$ cat config.mk
export PLATFORM = sky130hd
export DESIGN_NAME = stcc_search
export DESIGN_NICKNAME = d
export VERILOG_FILES = /design/src/rtl/stcc_pkg.sv /design/src/rtl/stcc_search.sv
export SDC_FILE = /design/constraint.sdc
export NUM_CORES = 1
export LEC_CHECK = 0
export ABC_AREA = 1
export BUFFER_PORTS_ARGS = -buffer_cell sky130_fd_sc_hd__buf_2
export CAP_MARGIN = 40
export CORE_UTILIZATION = 51
export CTS_CLUSTER_SIZE = 25
export DETAILED_ROUTE_END_ITERATION = 10
export PLACE_DENSITY = 0.82
export SLEW_MARGIN = 0
export SYNTH_ARGS = -nofsm -noshare
export SYNTH_HDL_FRONTEND = slang
export SYNTH_SLANG_ARGS = --single-unit
$ cat constraint.sdc
create_clock -name clk -period 5.7 [get_ports clk]
set_clock_uncertainty 0.05 [all_clocks]
set_input_delay 1.14 -clock clk [delete_from_list [all_inputs] [get_ports clk]]
set_output_delay 1.14 -clock clk [all_outputs]
set_load 0.02 [all_outputs]
$ cat src/rtl/stcc_pkg.sv
// ----------------------------------------------------------------------------
// stcc_pkg
// Shared sizes for the sorted-table code unit converter.
// ----------------------------------------------------------------------------
package stcc_pkg;

  localparam int TABLE_DEPTH = 8192;
  localparam int ADDR_W      = $clog2(TABLE_DEPTH);
  localparam int COUNT_W     = $clog2(TABLE_DEPTH + 1);
  localparam int UNIT_W      = 16;
  localparam int ENTRY_W     = 2 * UNIT_W;
  localparam int INDEX_W     = 13;
  localparam int CFG_W       = 14;

  localparam logic OP_LOAD    = 1'b0;
  localparam logic OP_CONVERT = 1'b1;

endpackage

$ cat src/rtl/stcc_search.sv
// ----------------------------------------------------------------------------
// stcc_search
// Item decode and binary search sequencer over the pair RAM.
// ----------------------------------------------------------------------------
module stcc_search (
  input  logic                          clk,
  input  logic                          rst_n,
  input  logic                          start,
  output logic                          busy,
  input  logic                          in_operation,
  input  logic [stcc_pkg::INDEX_W-1:0]  in_entry_index,
  input  logic [stcc_pkg::UNIT_W-1:0]   in_entry_key,
  input  logic [stcc_pkg::UNIT_W-1:0]   in_entry_value,
  input  logic [stcc_pkg::UNIT_W-1:0]   in_code_unit,
  input  logic [stcc_pkg::COUNT_W-1:0]  search_limit,
  output logic                          ram_we,
  output logic [stcc_pkg::ADDR_W-1:0]   ram_waddr,
  output logic [stcc_pkg::ENTRY_W-1:0]  ram_wdata,
  output logic                          ram_re,
  output logic [stcc_pkg::ADDR_W-1:0]   ram_raddr,
  input  logic [stcc_pkg::ENTRY_W-1:0]  ram_rdata,
  output logic                          out_strobe,
  output logic [stcc_pkg::UNIT_W-1:0]   out_unit,
  output logic                          out_was_replaced
);

  typedef enum logic {
    ST_IDLE,
    ST_SEARCH
  } state_t;

  localparam int SUM_W = stcc_pkg::COUNT_W + 1;

  state_t                        state_r, state_nxt;
  logic [stcc_pkg::COUNT_W-1:0]  lo_r, lo_nxt;
  logic [stcc_pkg::COUNT_W-1:0]  hi_r, hi_nxt;
  logic [stcc_pkg::ADDR_W-1:0]   mid_r, mid_nxt;
  logic [stcc_pkg::UNIT_W-1:0]   unit_r, unit_nxt;
  logic                          strobe_r, strobe_nxt;
  logic [stcc_pkg::UNIT_W-1:0]   res_unit_r, res_unit_nxt;
  logic                          res_repl_r, res_repl_nxt;

  logic                          accept;
  logic [stcc_pkg::UNIT_W-1:0]   probe_key;
  logic [stcc_pkg::UNIT_W-1:0]   probe_value;
  logic [stcc_pkg::COUNT_W-1:0]  win_lo;
  logic [stcc_pkg::COUNT_W-1:0]  win_hi;
  logic [SUM_W-1:0]              win_sum;
  logic [stcc_pkg::ADDR_W-1:0]   win_mid;

  assign accept      = start && (state_r == ST_IDLE);
  assign busy        = (state_r != ST_IDLE);
  assign probe_key   = ram_rdata[stcc_pkg::ENTRY_W-1:stcc_pkg::UNIT_W];
  assign probe_value = ram_rdata[stcc_pkg::UNIT_W-1:0];

  // Load items write straight into the RAM while idle.
  assign ram_we    = accept && (in_operation == stcc_pkg::OP_LOAD) &&
                     (32'(in_entry_index) < 32'(stcc_pkg::TABLE_DEPTH));
  assign ram_waddr = stcc_pkg::ADDR_W'(in_entry_index);
  assign ram_wdata = {in_entry_key, in_entry_value};

  // Narrow the window from the last probe, or open it for a new item.
  always_comb begin
    win_lo = lo_r;
    win_hi = hi_r;
    if (state_r == ST_IDLE) begin
      win_lo = '0;
      win_hi = search_limit;
    end else if (unit_r < probe_key) begin
      win_hi = stcc_pkg::COUNT_W'(mid_r);
    end else begin
      win_lo = stcc_pkg::COUNT_W'(mid_r) + stcc_pkg::COUNT_W'(1);
    end
    win_sum = SUM_W'(win_lo) + SUM_W'(win_hi);
    win_mid = stcc_pkg::ADDR_W'(win_sum >> 1);
  end

  assign ram_raddr = win_mid;

  always_comb begin
    state_nxt    = state_r;
    lo_nxt       = lo_r;
    hi_nxt       = hi_r;
    mid_nxt      = mid_r;
    unit_nxt     = unit_r;
    strobe_nxt   = 1'b0;
    res_unit_nxt = res_unit_r;
    res_repl_nxt = res_repl_r;
    ram_re       = 1'b0;
    case (state_r)
      ST_IDLE: begin
        if (accept && (in_operation == stcc_pkg::OP_CONVERT)) begin
          unit_nxt = in_code_unit;
          lo_nxt   = win_lo;
          hi_nxt   = win_hi;
          mid_nxt  = win_mid;
          if (win_lo < win_hi) begin
            ram_re    = 1'b1;
            state_nxt = ST_SEARCH;
          end else begin
            // empty table: pass the unit through at once
            strobe_nxt   = 1'b1;
            res_unit_nxt = in_code_unit;
            res_repl_nxt = 1'b0;
          end
        end
      end
      ST_SEARCH: begin
        if (unit_r == probe_key) begin
          strobe_nxt   = 1'b1;
          state_nxt    = ST_IDLE;
          res_repl_nxt = (probe_value != '0);
          res_unit_nxt = (probe_value != '0) ? probe_value : unit_r;
        end else if (win_lo < win_hi) begin
          ram_re  = 1'b1;
          lo_nxt  = win_lo;
          hi_nxt  = win_hi;
          mid_nxt = win_mid;
        end else begin
          strobe_nxt   = 1'b1;
          state_nxt    = ST_IDLE;
          res_repl_nxt = 1'b0;
          res_unit_nxt = unit_r;
        end
      end
      default: begin
        state_nxt = ST_IDLE;
      end
    endcase
  end

  always_ff @(posedge clk) begin
    if (!rst_n) begin
      state_r  <= ST_IDLE;
      strobe_r <= 1'b0;
    end else begin
      state_r  <= state_nxt;
      strobe_r <= strobe_nxt;
    end
    lo_r       <= lo_nxt;
    hi_r       <= hi_nxt;
    mid_r      <= mid_nxt;
    unit_r     <= unit_nxt;
    res_unit_r <= res_unit_nxt;
    res_repl_r <= res_repl_nxt;
  end

  assign out_strobe       = strobe_r;
  assign out_unit         = res_unit_r;
  assign out_was_replaced = res_repl_r;

endmodule

==> impl_results.md <==
- Outcome: finished, final reports clean
- YS warnings: 0
- Crit-path max FO: 4
- Pin count of the biggest net entering global routing: 47
- Fin cells: just over 800
- Die area: between 10000 and 15000 µm²
- First-pass GRT wire length: 19300 µm
- FF-to-FF Start: unit_r[15]
- Placed inst area: 5650 µm²
- Avg Synthesized Cell Area: 8.74 µm²
- Post-synth EDFFs: between 70 and 80
- Drt pass-1 iters: 7
- Slew Viols, Final: 0
- Critical path class: input pin to output port
- RSZ-0062 raised after global routing: yes
- Port bufs: 99
- Maximum vdd drop: between 0.15 and 0.2 mV
- Placer Congestion: roughly 0.93
- Final instance area: between 6000 and 7000 µm²
- Vias in the first global route: between 4000 and 5000
- Post-DRT Antenna Nets: 0
- Top Ports: 190
- CTS H-tree lvls: 3
- Worst EP required: 4.51 ns
- Distinct cells, synth: 39
- Cts bufs inserted: 9
- Seq/Total Area, Yosys: 0.432
- GR Overflow Total: 0
- Area Overhead vs Synth: 18.5%
- Fillers: 815
- Final min period: 5.60 ns
- Slew headroom: 0.518
- Initial antenna violation count: 0
- Min Hold Slack: approximately 0.56 ns
- Startpoint Class: input pin
- Sequential Area: 2260 µm²
- Die Height: 103 µm
- Clock buffer depth: 2
- CTS tree: built
- Clock root buffer: clkbuf_8
- FF-to-FF End: out_unit[1]
- Slew @ Worst Pin: about 0.72 ns
- Worst r2r path cells: 20
- Tot GR Track Use: 0.239
- Most frequent cells in the layout: 124 x nand2_1, 97 x buf_2, 74 x edfxtp_1
- Skew-Pair Late Insertion Delay: ~0.37 ns
- Period utilization: 0.982
- WL final: about 13000 µm
- DR DRC count: 0
- Static leakage: a little under 3 nW
- Avg Vias per Cell: ~5.4
- Cell area power density: 271 nW/µm²
- Layout cells sized above 1: 0.307
- Antenna Cells: 0
- Starting DRT DRC Count: ~300
- Worst setup endpoint: ram_raddr[9]
- Post-Syn Nets: around 750
- Register-to-register setup slack: 1.41 ns
- Routed length per instance: about 16 µm
- Die width: approximately 100 µm
- Tot Pwr: 1.68 mW
- Critical path origin: ram_rdata[31]
- Hold Vio Cnt, Final: 0
- Hold Crit Depth: 2
- Synth Cell Area: 5240 µm²
- Crit. End Element: output port
- Hold Path Class: flop to flop
- Yosys reg bits: between 70 and 80
- DP HPWL: 9100 µm
- Commonest non-fill, non-tap cell in the layout: nand2_1
- Placed cell count: 786
- Hold_buf cts: 0
- Final setup violation count: 0
- Final Util: 0.629
- Via count: about 4400
- Crit path DAT: 4.41 ns
- Clock slew at reported path FFs: around 0.090 ns
- Synth async-reset ratio: 0
- Max frequency: around 180 MHz
- Multi-input logic area: about 2500 µm²
- Row Count: 36
- Nets@finish: 832
- Clk sinks: between 70 and 80
- Initial Util: 0.531
- Total of max-cap violations: 0
- Core ar.: about 9900 µm²
- Post-Syn Instances: between 500 and 600
- Prevailing post-synth register cell: edfxtp_1
## layer usage
metal  part of all wire  track usage
met5                  0            0
met4              0.018       0.0867
met3              0.076       0.0356
met2               0.50        0.428
met1               0.41        0.293
## synthesized netlist by cell type, drive strengths merged (5+ instances only)
cell type  count  share of area
nand2        137           0.11
inv           78          0.056
edfxtp        74           0.42
nor2          54          0.041
buf           48          0.067
ha            42           0.10
o21ai         42          0.044
a21oi         34          0.035
nand3         16          0.018
xor2          15          0.025
a31oi         14          0.017
clkbuf        12         0.0086
nor3           6         0.0086
nor4           5         0.0060
## worst min path at each step
| stage | from | endpoint | slack [ns] |
|---|---|---|---|
| after CTS | out_was_replaced | out_was_replaced | 0.55 |
| after global routing | out_was_replaced | out_was_replaced | 0.58 |
| final | hi_r[13] | hi_r[13] | 0.56 |
| after detailed placement | hi_r[13] | hi_r[13] | 0.53 |
| after global placement | hi_r[13] | hi_r[13] | 0.52 |
| after floorplan | hi_r[13] | hi_r[13] | 0.48 |
## state kept, by name, indices dropped and copies added, names as in the netlist
signal and flops:
out_unit 16, lo_r 14, out_was_replaced 1, busy 1, out_strobe 1, unit_r 16
mid_r 13, hi_r 14
## critical path, stage by stage
cell and delay, ns:
buf_2 0.09, inv_1 0.09, ha_4 0.22, a21oi_1 0.20, o21ai_2 0.10, a21oi_4 0.22
nand2_8 0.12, inv_6 0.08, nand2_1 0.09, a31oi_4 0.19, inv_2 0.08, fa_2 0.36
a21oi_2 0.14, o21bai_1 0.10, a21oi_1 0.17, nor2_1 0.07, nor2_2 0.13, o21ai_2 0.09
a21oi_1 0.15, nor2_1 0.05, nor2_1 0.12, xor2_1 0.20, buf_4 0.18
## cell families (layout without fill, tap and decap cells)
kind of cell,Yosys count,in the layout,synth area share
xor+xnor,18,18,0.0301
simple gates,223,223,0.187
compound gates,101,101,0.115
buf+inv,138,222,0.132
flops,76,76,0.432
fa+ha+maj,43,43,0.104
## what timing repair did
action                                  CTS  global route
buffers inserted                          2            10
resized for setup                         1            50
pin swaps                                 3            26
endpoints found under the setup margin    1             6
cloned                                    0             2
## power by group
part	switching [mW]	leakage [nW]	internal (mW)	total (mW)
logic	0.347	2.15	0.208	0.555
clock network	0.236	0.0886	0.165	0.401
registers	0.0330	0.716	0.691	0.724
## through the flow
step	setup TNS [ns]	setup slack [ns]
global route	-0.117	-0.0943
finish	0	0.104
CTS	0	0.00120
floorplan	0	0.228
detailed placement	0	0.00923
global placement	0	0.134
## cell type report
cell class / count / area share
sequential: 76 / 0.365
tap: 133 / 0.0268
inverter: 78 / 0.0480
clock buffer: 9 / 0.0200
timing repair buffer: 128 / 0.127
clock inverter: 7 / 0.00928
multi-input combinational: 385 / 0.404
(Power assumes the default switching activity.)
